File: src/conv3_pkg.sv
// conv3_pkg: shared types and constants of the 3x3 convolution block
// no dependencies
package conv3_pkg;

  localparam int ROW_W      = 13;  // row counters reach height+1
  localparam int PIX_W      = 32;
  localparam int COEF_W     = 12;
  localparam int CREG_W     = 36;
  localparam int DIM_W      = 12;
  localparam int FIFO_DEPTH = 8;

  localparam logic [2:0] REG_COEF_TOP = 3'd0;
  localparam logic [2:0] REG_COEF_MID = 3'd1;
  localparam logic [2:0] REG_COEF_BOT = 3'd2;
  localparam logic [2:0] REG_WIDTH    = 3'd3;
  localparam logic [2:0] REG_HEIGHT   = 3'd4;

  localparam logic KIND_PIXEL = 1'b0;
  localparam logic KIND_DRAIN = 1'b1;

  typedef struct packed {
    logic             kind;
    logic [PIX_W-1:0] pixel_in;
  } src_t;

  typedef struct packed {
    logic [PIX_W-1:0] pixel_out;
    logic             end_of_frame;
  } dst_t;

  // per-item control passed from the counter stage to the window stage
  typedef struct packed {
    logic             emit;
    logic             x_zero;
    logic             clamp_l;
    logic             clamp_r;
    logic             clamp_t;
    logic             clamp_b;
    logic             eof;
    logic [PIX_W-1:0] value;
  } ctl_t;

  // selected taps: [column left/centre/right][row top/mid/bottom], rgb only
  typedef struct packed {
    logic                 eof;
    logic [7:0]           alpha;
    logic [2:0][2:0][23:0] rgb;
  } tap_t;

endpackage

File: src/conv3_window.sv
// conv3_window: 3x3 pixel window, line store write-back and tap selection
// depends on conv3_pkg
module conv3_window
  import conv3_pkg::*;
(
  input  logic        clk,
  input  logic        rst,
  input  logic        s1_valid,
  input  ctl_t        ctl,
  input  logic [63:0] rd_data,
  output logic [63:0] wr_data,
  output logic        tap_valid,
  output tap_t        taps
);

  logic [2:0][2:0][PIX_W-1:0] win;   // [column][row], column 2 newest
  logic [2:0][2:0][PIX_W-1:0] post;
  logic [2:0][2:0][PIX_W-1:0] src;
  logic [2:0][PIX_W-1:0]      new_col;
  tap_t                       sel;

  assign new_col[0] = rd_data[63:32];
  assign new_col[1] = rd_data[31:0];
  assign new_col[2] = ctl.value;
  assign wr_data    = {rd_data[31:0], ctl.value};

  assign post[0] = win[1];
  assign post[1] = win[2];
  assign post[2] = new_col;

  always_comb begin
    logic [1:0] cl, cc, cr, rt, rb;
    if (ctl.x_zero) begin
      // last column of the previous row, before the shift
      cc = 2'd2;
      cl = ctl.clamp_l ? 2'd2 : 2'd1;
      cr = 2'd2;
    end else begin
      cc = 2'd1;
      cl = ctl.clamp_l ? 2'd1 : 2'd0;
      cr = ctl.clamp_r ? 2'd1 : 2'd2;
    end
    rt = ctl.clamp_t ? 2'd1 : 2'd0;
    rb = ctl.clamp_b ? 2'd1 : 2'd2;
    src = ctl.x_zero ? win : post;
    sel.eof       = ctl.eof;
    sel.alpha     = src[cc][1][31:24];
    sel.rgb[0][0] = src[cl][rt][23:0];
    sel.rgb[0][1] = src[cl][1][23:0];
    sel.rgb[0][2] = src[cl][rb][23:0];
    sel.rgb[1][0] = src[cc][rt][23:0];
    sel.rgb[1][1] = src[cc][1][23:0];
    sel.rgb[1][2] = src[cc][rb][23:0];
    sel.rgb[2][0] = src[cr][rt][23:0];
    sel.rgb[2][1] = src[cr][1][23:0];
    sel.rgb[2][2] = src[cr][rb][23:0];
  end

  always_ff @(posedge clk) begin
    if (s1_valid) begin
      win  <= post;
      taps <= sel;
    end
  end

  always_ff @(posedge clk) begin
    if (rst) begin
      tap_valid <= 1'b0;
    end else begin
      tap_valid <= s1_valid && ctl.emit;
    end
  end

endmodule

File: config.mk
export PLATFORM = sky130hd
export DESIGN_NAME = conv3_window
export DESIGN_NICKNAME = d
export VERILOG_FILES = /design/src/conv3_pkg.sv /design/src/conv3_window.sv
export SDC_FILE = /design/constraint.sdc
export NUM_CORES = 1
export LEC_CHECK = 0
export BUFFER_PORTS_ARGS = -buffer_cell sky130_fd_sc_hd__buf_2
export CORE_ASPECT_RATIO = 0.8
export CORE_MARGIN = 2
export CORE_UTILIZATION = 35
export DETAILED_ROUTE_END_ITERATION = 10
export PLACE_DENSITY = 0.61
export SYNTH_ARGS = -nofsm -noshare
export SYNTH_HDL_FRONTEND = slang
export SYNTH_SLANG_ARGS = --single-unit
File: constraint.sdc
create_clock -name clk -period 4.1 [get_ports clk]
set_clock_uncertainty 0.2 [all_clocks]
set_input_delay 0.41 -clock clk [delete_from_list [all_inputs] [get_ports clk]]
set_output_delay 0.41 -clock clk [all_outputs]
set_load 0.02 [all_outputs]
==> run_results.csv <==
group,metric,value,unit
setup_path,arrival,2460,ps
route,drt_iter0_markers,780,
cells_and_area,final_util,42.9,%
setup_path,crit_fanout,39,
worst_hold_path,hold_path_class,"in -> reg",
synth,syn_area,20400,µm²
placed_design,pre_cts_ws,1090,ps
placed_design,io_buffers,371,
timing,max-slew-margin-rel,38.5,%
synth,synth_seq_cells,450,
global_routing,use_met2,23.9,%
cells_and_area,fillCellCount,5308,
cells_and_area,final_layout_size_suffix_gt1_share,32.3,%
cells_and_area,ff_latch_area,13500,µm²
global_routing,gr-max-usage-layer,"met2",
clock_network,insertion_delay,560,ps
setup_path,startpoint_type,"primary input",
synth,synth_cell_types,30,
synth,synth_top_area_cell,"edfxtp_1",
route,drtPass1Iterations,4,
timing,hold_viol,0,
timing,drv_slew,0,
pwr,ir_worst_vdd,0.000291,V
floorplanning,core,57900,µm²
timing,timing.final.crit_period,2390,ps
timing,setup_tns,0,ps
cells_and_area,multi_input_area,5740,µm²
synth,synthTopCellsByArea,"edfxtp_1 (66%), mux2i_1 (11%), mux2_2 (5.2%)",
global_routing,grt_start_max_net_pins,108,
floorplanning,io_pins,396,
floorplanning,initial_core_util,35.2,%
synth,syn_area_per_cell,14.7,µm²
floorplanning,die_y,220,µm
synth,synthCells,1388,
setup_path,criticalPathCategory,"in -> reg",
global_routing,grt_pass1_vias,12413,
global_routing,track_usage,14.8,%
clock_network,cts_setup_buffers,0,
synth,synth_edf_count,449,
global_routing,gr-total-overflow,0,
setup_path,crit_end,"taps[11]",
timing,setup_viol,0,
global_routing,gr-usage-met1,20.4,%
pwr,cellLeakagePower,9.81,nW
route,antenna_left,0,
clock_network,clockBufferDepth,3,
timing,worst_slack,1710,ps
outcome,status,"finished clean",
setup_path,end_kind,"register",
synth,synthArstFlopShare,0,%
route,wl_per_cell,18.3,µm
route,vias_per_cell,4.92,
global_routing,grt_pass1_wl,70800,µm
worst_hold_path,hold_path.startpoint,"ctl[33]",
floorplanning,die_area,60200,µm²
route,drc_errors,0,
synth,synthFlopType,"edfxtp_1",
cells_and_area,fin_area,24900,µm²
clock_network,cts_tree,"done",
cells_and_area,fin_cells,2542,
setup_path,r2r-start,"post[151]",
cells_and_area,diodes,0,
timing,finalCritPeriodShare,58.2,%
run,drv_cap,0,
timing,worst_hold_slack,165,ps
setup_path,worstReg2RegEnd,"taps[23]",
timing,fmax,419,MHz
placed_design,place_hpwl,28600,µm
setup_path,r2r_setup_slack,2310,ps
pwr,power.density,460,nW/µm²
clock_network,clk_pin_slew,60,ps
route,drt-total-wl,46500,µm
clock_network,clock_sinks,450,
synth,synth_top_area_share,66.1,%
clock_network,clock-root-buffer,"clkbuf_16",
floorplanning,rows,79,
clock_network,h-tree-depth,2,
placed_design,globalplace.congestion,0.746,
setup_path,reg2regPathDepth,4,
placed_design,dpl_cell_area,22600,µm²
setup_path,crit_start,"ctl[37]",
route,vias,12504,
timing,rsz0062_at_grt,"no",
synth,synth_nets,1495,
placed_design,place_inst,2374,
global_routing,antenna_found_initial,1,
global_routing,grt_use_met3,3.24,%
floorplanning,die_x,274,µm
synth,synth_warnings,0,
cells_and_area,nNetsFinal,1845,
timing,tightest_slew,923,ps
clock_network,cts-buffers-inserted,48,
cells_and_area,area_growth,21.9,%
setup_path,required,4170,ps
pwr,p_total,11.4,mW
synth,synth_seq_area_share,66.2,%
[state kept, by name, indices dropped and copies added (netlist names)]
name       flops
taps         225
post         152
win           72
tap_valid      1
[critical path: stages]
cell and delay [ps]:
clkbuf_8 220, ha_4 510, nand2b_4 520, buf_12 320, o22a_1 250, a22oi_1 110
[timing repair]
| item | in CTS | in global routing |
|---|---|---|
| endpoints found under the setup margin | 0 | 0 |
| hold endpoints to repair | 86 | 0 |
| hold buffers | 83 | 0 |
| resized for setup | 0 | 0 |
[layer usage]
layer  share of wire [%]  vias to the layer above  routed length, µm
met4                 1.5                        2                688
met1                  46                     6270              21400
li1                    -                     5904                  -
met5               0.028                        -                 13
met2                  47                      273              22000
met3                 5.2                       55               2420
[cells by family (layout without fill, tap and decap cells)]
| kind of cell | after synthesis | in the layout | share of synthesized area [%] |
|---|---|---|---|
| DFF | 450 | 450 | 66.2 |
| buffers and inverters | 212 | 597 | 5.77 |
| adders and majority gates | 1 | 1 | 0.0613 |
| muxes | 310 | 310 | 15.8 |
| AOI/OAI and AO/OA | 216 | 216 | 7.80 |
| xor gates and xnor gates | 1 | 1 | 0.0429 |
| and+or+nand+nor | 198 | 198 | 4.32 |
[cells in the mapped netlist, types with 30 or more instances]
cell type  number
nor2b_1        47
a22oi_1        47
mux2_2         95
o21ai_1        30
mux2i_1       215
a211o_1        47
nand2_1        50
a211oi_1       47
clkbuf_1       77
buf_4          74
nor2_1         96
edfxtp_1      449
[report_power, final]
group	switching [mW]	leakage, nW	internal (mW)
clock network	1.79	0.701	2.30
logic	0.963	4.69	0.669
registers	0.200	4.41	5.52
[final cells by class]
type / count / area share, %
inverter: 24 / 0.362
sequential: 450 / 54.3
multi-input combinational: 726 / 23.1
timing repair buffer: 488 / 12.5
clock inverter: 33 / 0.886
clock buffer: 52 / 4.98
tap: 769 / 3.87
[placed cells by master, fill, tap and decap left out, types with 49 or more instances in the layout]
master / synthesis / routed
edfxtp_1: 449 / 449
buf_2: 17 / 367
mux2i_1: 215 / 215
nor2_1: 96 / 96
mux2_2: 95 / 95
dlygate4sd3_1: 0 / 83
nand2_1: 50 / 50
clkbuf_16: 0 / 49
[worst min path at each step]
stage / to / slack, ps / cells after the start
CTS: taps[193] / 110 / 2
global route: taps[193] / 150 / 2
global placement: taps[221] / 200 / 0
finish: taps[193] / 170 / 2
floorplan: win[22] / 230 / 0
detailed placement: taps[221] / 210 / 0
(Power assumes the default switching activity.)
