===== config.mk =====
export PLATFORM = sky130hd
export DESIGN_NAME = conv3_ofifo
export DESIGN_NICKNAME = d
export VERILOG_FILES = /design/src/conv3_pkg.sv /design/src/conv3_ofifo.sv
export SDC_FILE = /design/constraint.sdc
export NUM_CORES = 1
export LEC_CHECK = 0
export BUFFER_PORTS_ARGS = -buffer_cell sky130_fd_sc_hd__buf_4
export CAP_MARGIN = 20
export CORE_MARGIN = 1
export CORE_UTILIZATION = 50
export CTS_CLUSTER_DIAMETER = 100
export DETAILED_ROUTE_END_ITERATION = 7
export PLACE_DENSITY_LB_ADDON = 0.05
export RECOVER_POWER = 50
export SLEW_MARGIN = 20
export SYNTH_ARGS = -nofsm -noshare
export SYNTH_HDL_FRONTEND = slang
export SYNTH_SLANG_ARGS = --single-unit

===== constraint.sdc =====
create_clock -name clk -period 5.2 [get_ports clk]
set_clock_uncertainty 0.15 [all_clocks]
set_input_delay 1.04 -clock clk [delete_from_list [all_inputs] [get_ports clk]]
set_output_delay 1.04 -clock clk [all_outputs]
set_load 0.02 [all_outputs]

===== src/conv3_pkg.sv =====
// conv3_pkg: shared types and constants of the 3x3 convolution block
// no dependencies
package conv3_pkg;

  localparam int ROW_W      = 13;  // row counters reach height+1
  localparam int PIX_W      = 32;
  localparam int COEF_W     = 12;
  localparam int CREG_W     = 36;
  localparam int DIM_W      = 12;
  localparam int FIFO_DEPTH = 8;

  localparam logic [2:0] REG_COEF_TOP = 3'd0;
  localparam logic [2:0] REG_COEF_MID = 3'd1;
  localparam logic [2:0] REG_COEF_BOT = 3'd2;
  localparam logic [2:0] REG_WIDTH    = 3'd3;
  localparam logic [2:0] REG_HEIGHT   = 3'd4;

  localparam logic KIND_PIXEL = 1'b0;
  localparam logic KIND_DRAIN = 1'b1;

  typedef struct packed {
    logic             kind;
    logic [PIX_W-1:0] pixel_in;
  } src_t;

  typedef struct packed {
    logic [PIX_W-1:0] pixel_out;
    logic             end_of_frame;
  } dst_t;

  // per-item control passed from the counter stage to the window stage
  typedef struct packed {
    logic             emit;
    logic             x_zero;
    logic             clamp_l;
    logic             clamp_r;
    logic             clamp_t;
    logic             clamp_b;
    logic             eof;
    logic [PIX_W-1:0] value;
  } ctl_t;

  // selected taps: [column left/centre/right][row top/mid/bottom], rgb only
  typedef struct packed {
    logic                 eof;
    logic [7:0]           alpha;
    logic [2:0][2:0][23:0] rgb;
  } tap_t;

endpackage


===== src/conv3_ofifo.sv =====
// conv3_ofifo: result queue between the arithmetic pipeline and the output
// depends on conv3_pkg
module conv3_ofifo
  import conv3_pkg::*;
#(
  parameter int DEPTH = 8
) (
  input  logic                       clk,
  input  logic                       rst,
  input  logic                       wr_en,
  input  dst_t                       wr_data,
  output logic                       rd_valid,
  input  logic                       rd_ready,
  output dst_t                       rd_data,
  output logic [$clog2(DEPTH+1)-1:0] count
);

  localparam int AW = $clog2(DEPTH);

  dst_t          mem [DEPTH];
  logic [AW-1:0] wptr, rptr;
  logic          rd_en;

  assign rd_valid = (count != '0);
  assign rd_en    = rd_valid && rd_ready;
  assign rd_data  = mem[rptr];

  always_ff @(posedge clk) begin
    if (wr_en) begin
      mem[wptr] <= wr_data;
    end
  end

  always_ff @(posedge clk) begin
    if (rst) begin
      wptr  <= '0;
      rptr  <= '0;
      count <= '0;
    end else begin
      if (wr_en) begin
        wptr <= (wptr == AW'(DEPTH - 1)) ? '0 : wptr + 1'b1;
      end
      if (rd_en) begin
        rptr <= (rptr == AW'(DEPTH - 1)) ? '0 : rptr + 1'b1;
      end
      count <= count + ($clog2(DEPTH+1))'(wr_en) - ($clog2(DEPTH+1))'(rd_en);
    end
  end

endmodule


==> results_dict.tcl, run 1 <==
set metrics [dict create \
    status "complete, no violations" \
    drc 0 \
    cts_tree "built" \
    worstMarginPinSlew_ns 1.29 \
    slew_viol_final 0 \
    dp_hpwl_um 10900 \
    io_buffers 74 \
    cts_setup_buffers 0 \
    num_rows 52 \
    dr.pass1.iters 5 \
    min_period_ns 3.89 \
    holdPathStages 2 \
    fin_crit_sh_pct 74.8 \
    crit_chain "buf_12 > mux4_2 > mux2_2 > buf_4" \
    synth_area_leaders "edfxtp_1 (75%), mux4_2 (14%), mux2_2 (3.5%)" \
    syn_area_sq_um 10600 \
    synthCells 456 \
    vias 4805 \
    path_class "reg -> out" \
    cts_resized 0 \
    cts_buffers 28 \
    viasPerCell 5.70 \
    die_x_um 147 \
    power_density_nw_per_um2 426 \
    yosysTopAreaCellShare_pct 75.1 \
    grt_pass1_wl_um 30000 \
    max_cap_violations 0 \
    finalHoldViolCount 0 \
    diodes 0 \
    hp-class "reg -> reg" \
    power.leakage_nw 3.87 \
    syn_area_per_cell_sq_um 23.1 \
    drt-total-wl_um 19200 \
    fmax_mhz 257 \
    synth_mux_area_share_pct 17.8 \
    setup_viol 0 \
    yosys.area_share.simple_pct 1.41 \
    initial_core_util_pct 51.5 \
    ys_types 26 \
    peakVddDrop_uv 317 \
    nets 599 \
    grt_max_degree 41 \
    cts_max_level 1 \
    tns_ns 0 \
    track_usage_pct 18.6 \
    boundaryPins 75 \
    antenna_left 0 \
    reg2reg_depth 10 \
    cp_slowest_stage_delay_ns 0.75 \
    cts-root-buf "clkbuf_16" \
    relSlewSlack_pct 14.0 \
    synth-compound-area-share_pct 0.699 \
    clkSinkCount 277 \
    crit_family "multiplexers" \
    synth_fa_ha_area_share_pct 1.14 \
    grt-ovfl-total 0 \
    drive_above_1_share_pct 34.4 \
    path_depth 4 \
    cts_hold_buf 0 \
    syn-num-nets 502 \
    drtIter0Drc 294 \
    critPathRequiredTime_ns 4.01 \
    critPathMaxFanout 38 \
    critical_path_arrival_ns 2.70 \
    synth_top_area_cell "edfxtp_1" \
    end_kind "output port" \
    clk_path_buf_depth 3 \
    cp-start-kind "flip-flop" \
    fp.dieArea_sq_um 21700 \
    fin_util_pct 59.8 \
    clk_pin_slew_ns 0.06 \
    yosysSeqAreaShare_pct 77.6 \
    die_h_um 147 \
    insertion_delay_ns 0.52 \
    slowest_stage "dfxtp_4" \
    grt_setup_unrepaired "false" \
    gp_congestion 0.701 \
    yosys_warnings 0 \
    critPathBufInv 2 \
    ys_ff_latch 277 \
    grt_pass1_vias 5151 \
    antenna_found_initial 0 \
    fp.coreArea_sq_um 20500 \
    avgRoutedWirePerCell_um 22.8 \
    area_growth_pct 16.0 \
    synth_top_family_by_area "multiplexers" \
    synth_xor_area_share_pct 0.0830 \
]
cell usage after synthesis:
cell type / n
a21oi_1: 9
a31o_2: 1
buf_1: 1
buf_2: 6
buf_6: 5
clkbuf_1: 7
dfxtp_1: 13
edfxtp_1: 264
fa_1: 1
ha_1: 8
inv_1: 6
mux2_2: 33
mux2i_1: 2
mux4_2: 66
nand2_1: 2
nand2b_1: 5
nand3_1: 3
nand3b_1: 1
nand4b_1: 1
nor2_1: 11
nor2b_1: 2
nor3_1: 2
nor3b_1: 1
o21ai_0: 4
or4_1: 1
xnor2_1: 1
area by class of cell:
type,count,area (sq um)
fillers,1497,8250
flip-flops and latches,277,8190
multi-input cells,154,2280
clock buffers,33,741
repair buffers,86,548
well taps,270,338
clock inverters,17,124
inverters,6,22.5
where the power goes:
group	internal, mW	total (mW)	switching (mW)	leakage (nW)
logic	0.380	0.762	0.382	0.931
clock network	1.10	1.88	0.775	0.428
registers	2.51	2.58	0.0627	2.51
per-layer routing:
metal / vias to the layer above / share of wire, % / global-route usage [%]
li1: 2112 / - / -
met1: 2562 / 43 / 25.7
met2: 104 / 50 / 31.3
met3: 27 / 4.3 / 3.14
met4: 0 / 1.7 / 3.92
met5: - / 0 / 0
per-stage QoR:
stage	instances	hold WS (ns)	worst slack, ns	instance area (sq um)	power (mW)
after detailed placement	793	0.374	1.78	11500	3.41
after floorplan	456	0.339	1.18	10600	3.12
after CTS	843	0.382	1.22	12400	5.29
after global routing	843	0.424	1.13	12200	5.42
after global placement	793	0.356	1.78	11500	3.40
final	843	0.379	1.31	12200	5.22
cells in the final DEF, fill, tap and decap left out, types with 3 or more instances in the layout:
master and instances:
a21oi_1 9, buf_12 3, buf_4 47, clkbuf_1 40, clkbuf_16 29, clkinv_1 9, clkinv_2 6, dfxtp_1 10
edfxtp_1 264, ha_1 8, inv_1 6, mux2_2 33, mux4_2 66, nand2b_1 5, nand3_1 3, nor2_1 5
nor2_4 6, o21ai_0 4
worst reg2reg max path: cells and delay by family, from the launching register on:
family	cells	cell delay, ns
adder cells (fa/ha/maj)	3	0.78
buffers and inverters	2	0.25
flip-flops	1	0.32
XOR/XNOR	1	0.17
AND/OR/NAND/NOR	3	0.60
AO/OA/AOI/OAI	1	0.12
flip-flops by register name, indices dropped and copies added, names as in the netlist, named ones only:
signal / flops
wptr: 3
mem: 264
count: 4
rptr: 3
path summary, 6_finish.rpt:
kind                  start          to  slack [ns]
hold / removal      rptr[1]     rptr[1]        0.38
hold reg to reg     rptr[1]     rptr[1]        0.38
setup / recovery  flip-flop  rd_data[1]        1.31
setup reg to reg   count[2]    count[2]        2.72
logic make-up after synthesis:
kind of cell,Yosys count
flip-flops,277
multiplexers,101
AND/OR/NAND/NOR,29
buffers and inverters,25
AO/OA/AOI/OAI,14
adder cells (fa/ha/maj),9
XOR/XNOR,1
No activity file was read; power rests on OpenSTA's default activity.
==> run 2, diff against run 1 <==
==> constraint.sdc (replaced) <==
create_clock -name clk -period 3.59 [get_ports clk]
set_clock_uncertainty 0.15 [all_clocks]
set_input_delay 0.718 -clock clk [delete_from_list [all_inputs] [get_ports clk]]
set_output_delay 0.718 -clock clk [all_outputs]
set_load 0.02 [all_outputs]
==> run 2 against run 1 <==
  * Sequential share of layout area fell by 0.49 points
  * Critical path depth did not move
  * Largest cell class unchanged
  * First-iteration DRC count is 4.8% lower
  * Critical path type unchanged
  * Register-to-register slack lost 1.7 ns
  * Clock power is 47% higher
==> results_dict.tcl, run 2 (synthesized netlist as in run 1, its figures left out) <==
set metrics [dict create \
    die_h_um 147 \
    fin_crit_sh_pct 90.0 \
    final_cells 849 \
    initial_core_util_pct 51.5 \
    cts_max_level 1 \
    min-delay-start "rst" \
    cp-start-kind "flip-flop" \
    p_sw_share_pct 23.4 \
    nets 603 \
    grt_max_degree 67 \
    p_sw_mw 1.79 \
    power_density_nw_per_um2 618 \
    gp_congestion 0.693 \
    vias 4799 \
    layout_common_cells "edfxtp_1 (264), mux4_2 (66), buf_4 (47)" \
    insertion_delay_ns 0.52 \
    path_class "reg -> out" \
    finalHoldViolCount 0 \
    p_comb_share_pct 15.0 \
    tns_ns 0 \
    top_regs "mem x264, count x4" \
    cts_tree "built" \
    peakVddDrop_uv 391 \
    drt-total-wl_um 19600 \
    track_usage_pct 19.0 \
    slew_viol_final 0 \
    cts_buffers 29 \
    setup_viol 0 \
    cts_setup_buffers 0 \
    boundaryPins 75 \
    dp_cells 796 \
    largest_reg_flops 264 \
    layout_commonest_cell "edfxtp_1" \
    clkSinkCount 277 \
    die_x_um 147 \
    end_kind "output port" \
    antenna_left 0 \
    critical_path_arrival_ns 2.36 \
    fp.dieArea_sq_um 21700 \
    antenna_found_initial 1 \
    r2r-start "count[2]" \
    avgRoutedWirePerCell_um 23.1 \
    largest_register "mem" \
    cts_resized 0 \
    cts_hold_buf 0 \
    dr.pass1.iters 4 \
    clk_pin_slew_ns 0.06 \
    area_growth_pct 16.9 \
    worstMarginPinSlew_ns 1.05 \
    clk_path_buf_depth 3 \
    power.leakage_nw 3.90 \
    grt_pass1_wl_um 30400 \
    grt-ovfl-total 0 \
    dpl-instance-area_sq_um 11600 \
    dp_hpwl_um 10800 \
    io_buffers 74 \
    fp.coreArea_sq_um 20500 \
    stdcell_area_sq_um 12300 \
    viasPerCell 5.65 \
    hp-class "in -> reg" \
    finalPower_mw 7.63 \
    power_frac_seq_pct 48.7 \
    critPathRequiredTime_ns 2.72 \
    relSlewSlack_pct 30.3 \
    p_clk_share_pct 36.3 \
    cts-root-buf "clkbuf_16" \
    max_cap_violations 0 \
    grt_pass1_vias 5204 \
    drtIter0Drc 280 \
    drc 0 \
    grt_setup_unrepaired "false" \
    status "complete, no violations" \
    num_rows 52 \
    min_period_ns 3.23 \
    internal_power_mw 5.84 \
    holdWs_ns 0.315 \
    fmax_mhz 309 \
    drive_above_1_share_pct 34.8 \
    critPathMaxFanout 12 \
]
## run 2: cell count changes in the layout (fill, tap and decap cells not counted)
cell,change
nor3_2,-1
diode_2,+1
inv_6,+2
clkinv_1,-5
buf_12,+4
clkinv_2,-1
clkbuf_1,+5
nor3_1,+1
## run 2: area by class of cell
class / count / area, sq um
flip-flops and latches: 277 / 8190
fillers: 1484 / 8160
multi-input cells: 154 / 2270
clock buffers: 39 / 763
repair buffers: 89 / 624
well taps: 270 / 338
clock inverters: 13 / 118
inverters: 6 / 22.5
diodes: 1 / 2.50
## run 2: metal layers
layer	routed length, um	vias to the layer above	GRT usage [%]
li1	-	2109	-
met1	8350	2537	25.7
met2	9820	128	31.9
met3	1130	23	3.76
met4	262	2	4.69
met5	13	-	0
## run 2: path summary, 6_finish.rpt
| kind | end | slack [ns] | cells after the start |
|---|---|---|---|
| worst max-delay path | rd_data[13] | 0.36 | 4 |
| worst min-delay path | wptr[1] | 0.32 | 2 |
| worst max register to register | count[2] | 1.07 | 10 |
| worst min register to register | flip-flop | 0.38 | 2 |
## run 2: stage by stage
step | setup WS, ns | util (%)
after floorplan | 0.775 | -
after global placement | 0.896 | 56.6
after detailed placement | 0.882 | 56.6
after CTS | 0.292 | 60.9
after global routing | 0.230 | 60.2
final | 0.359 | 60.2
## run 2: power by group through the flow
stage          logic (mW)  registers [mW]  clock network (mW)
6_report             1.15            3.72                2.77
5_1_grt              1.24            3.73                2.95
4_1_cts              1.19            3.72                2.82
3_5_place_dp         1.18            3.79                   0
3_3_place_gp         1.16            3.78                   0
2_1_floorplan       0.769            3.76                   0
## run 2: worst max-delay path, stage by stage, from the launching register on
cell	delay [ns]
dfxtp_4	0.52
buf_4	0.32
mux4_2	0.54
mux2_2	0.29
buf_4	0.16
==> run 3, diff against run 2 <==
--- a/config.mk
+++ b/config.mk
@@ -5,12 +5,14 @@
 export SDC_FILE = /design/constraint.sdc
 export NUM_CORES = 1
 export LEC_CHECK = 0
+export ABC_AREA = 1
 export BUFFER_PORTS_ARGS = -buffer_cell sky130_fd_sc_hd__buf_4
 export CAP_MARGIN = 20
 export CORE_MARGIN = 1
 export CORE_UTILIZATION = 50
 export CTS_CLUSTER_DIAMETER = 100
 export DETAILED_ROUTE_END_ITERATION = 7
+export GPL_TIMING_DRIVEN = 0
 export PLACE_DENSITY_LB_ADDON = 0.05
 export RECOVER_POWER = 50
 export SLEW_MARGIN = 20
==> run 3 against run 2 <==
  * Area after synthesis rose by 15%
  * Clock power is 3% lower
  * Die area grew 15%
  * Largest power group unchanged
  * Final cell count is 99% higher
  * Global-route usage is 3.8 points higher
  * Critical path depth up 2
  * Critical path type unchanged
==> results_dict.tcl, run 3 <==
set metrics [dict create \
    setup_viol 0 \
    multi_input_area_sq_um 2670 \
    top_usage_layer "met2" \
    cp-start-kind "flip-flop" \
    ys_types 20 \
    die_x_um 158 \
    dr.pass1.iters 5 \
    syn-num-nets 1282 \
    synth_common_cells "nand2_1 (448), inv_1 (281), edfxtp_1 (264)" \
    peakVddDrop_uv 473 \
    synthCells 1236 \
    clk_pin_slew_ns 0.06 \
    cts_hold_buf 0 \
    max_cap_violations 0 \
    nets 1395 \
    nFillCells 2036 \
    cts_max_level 1 \
    power_density_nw_per_um2 644 \
    yosys_warnings 0 \
    synth-main-ff-cell "edfxtp_1" \
    worstMarginPinSlew_ns 1.46 \
    relSlewSlack_pct 2.21 \
    synthArstFlopShare_pct 0 \
    cts_buffers 28 \
    avgRoutedWirePerCell_um 16.3 \
    holdWs_ns 0.223 \
    top_regs "mem x264, count x4" \
    syn_area_sq_um 12200 \
    cts_resized 0 \
    area_growth_pct 15.7 \
    insertion_delay_ns 0.53 \
    cts_setup_buffers 0 \
    grt-ovfl-total 0 \
    boundaryPins 75 \
    cts_tree "built" \
    io_buffers 74 \
    layout_common_cells "nand2_1 (448), inv_1 (281), edfxtp_1 (264)" \
    die_h_um 158 \
    hp-class "in -> reg" \
    clk_path_buf_depth 3 \
    critPathMaxFanout 10 \
    drt-total-wl_um 27500 \
    vias 8055 \
    yosysSeqAreaShare_pct 67.2 \
    grt_setup_unrepaired "false" \
    gp_congestion 0.727 \
    min_period_ns 3.22 \
    synth_top_area_cell "edfxtp_1" \
    power.leakage_nw 6.48 \
    track_usage_pct 22.7 \
    path_class "reg -> out" \
    antenna_left 0 \
    diodes 0 \
    antenna_found_initial 0 \
    layout_commonest_cell "nand2_1" \
    finalPower_mw 9.07 \
    initial_core_util_pct 51.4 \
    largest_register "mem" \
    status "complete, no violations" \
    synth_area_leaders "edfxtp_1 (65%), nand2_1 (14%), inv_1 (8.7%)" \
    grt_use_met3_pct 2.90 \
    drive_above_1_share_pct 9.58 \
    dpl-instance-area_sq_um 13400 \
    critical_path_arrival_ns 2.35 \
    grt_pass1_wl_um 41700 \
    num_rows 56 \
    regArea_sq_um 8190 \
    slew_viol_final 0 \
    grt_pass1_vias 7667 \
    drc 0 \
    use_met1_pct 30.4 \
    fp.dieArea_sq_um 25000 \
    largest_reg_flops 264 \
    finalHoldViolCount 0 \
    syn_area_per_cell_sq_um 9.85 \
    fin_crit_sh_pct 89.6 \
    grt_use_met2_pct 39.0 \
    clkSinkCount 277 \
    critPathRequiredTime_ns 2.72 \
    synth_edf_count 264 \
    fp.coreArea_sq_um 23700 \
    yosysTopAreaCellShare_pct 65.1 \
    grt_max_degree 22 \
    yosysMostFrequentCell "nand2_1" \
    drtIter0Drc 592 \
    ys_ff_latch 277 \
    stdcell_area_sq_um 14100 \
    end_kind "output port" \
    dp_hpwl_um 17400 \
    fmax_mhz 311 \
    cts-root-buf "clkbuf_16" \
    viasPerCell 4.78 \
]
run 3: cell count changes after synthesis, sizes merged, moves of 4 or more:
cell	delta
a21oi	-4
buf	+29
inv	+277
mux2	-33
mux4	-66
nand2	+446
nand2b	-5
nand3	+132
nor2	+13
run 3: per-layer routing:
metal,up-vias,part of all wire (%)
li1,4055,-
met1,3755,44
met2,198,48
met3,47,5.1
met4,0,2.4
met5,-,0
run 3: cell type report:
type | instances | share of cell area [%]
well taps | 319 | 2.83
repair buffers | 83 | 4.55
plain buffers | 50 | 2.15
inverters | 283 | 7.55
clock inverters | 11 | 0.515
flip-flops and latches | 277 | 58.1
multi-input cells | 626 | 18.9
clock buffers | 37 | 5.36
run 3: cell families after synthesis:
logic type                 Yosys count  share of synthesized area (%)
DFF                                277                           67.2
AOI/OAI and AO/OA                    7                          0.288
adders and majority gates            9                          0.986
buffers and inverters              333                           11.2
and+or+nand+nor                    609                           20.2
xor gates and xnor gates             1                         0.0719
run 3: worst paths after layout:
kind / end / cells after the start / slack [ns] / start
max: rd_data[19] / 6 / 0.37 / flip-flop
min: wptr[1] / 2 / 0.22 / rst
max reg2reg: mem[6][15] / 4 / 1.07 / wptr[0]
min reg2reg: wptr[1] / 2 / 0.36 / wptr[1]
run 3: report_power, final:
group	leakage (nW)	internal (mW)	switching, mW	total [mW]
sequential	2.51	3.66	0.0423	3.70
combinational	3.56	0.919	1.77	2.69
clock	0.406	1.53	1.14	2.68
total	6.48	6.11	2.96	9.07
run 3: critical path, cell delays in order (launching register included):
cell      delay [ns]
dfxtp_1         0.30
clkbuf_1        0.21
inv_1           0.27
buf_1           0.61
nand2_1         0.13
nand2_1         0.13
buf_4           0.15
run 3: per-stage QoR:
step	worst slack [ns]	std cells	utilization (%)	setup TNS [ns]
4_1_cts	0.362	1686	60.1	0
2_1_floorplan	0.781	1236	-	0
5_1_grt	0.288	1686	59.5	0
6_report	0.374	1686	59.5	0
3_3_place_gp	-0.823	1629	55.5	-185.80
3_5_place_dp	0.944	1638	56.6	0
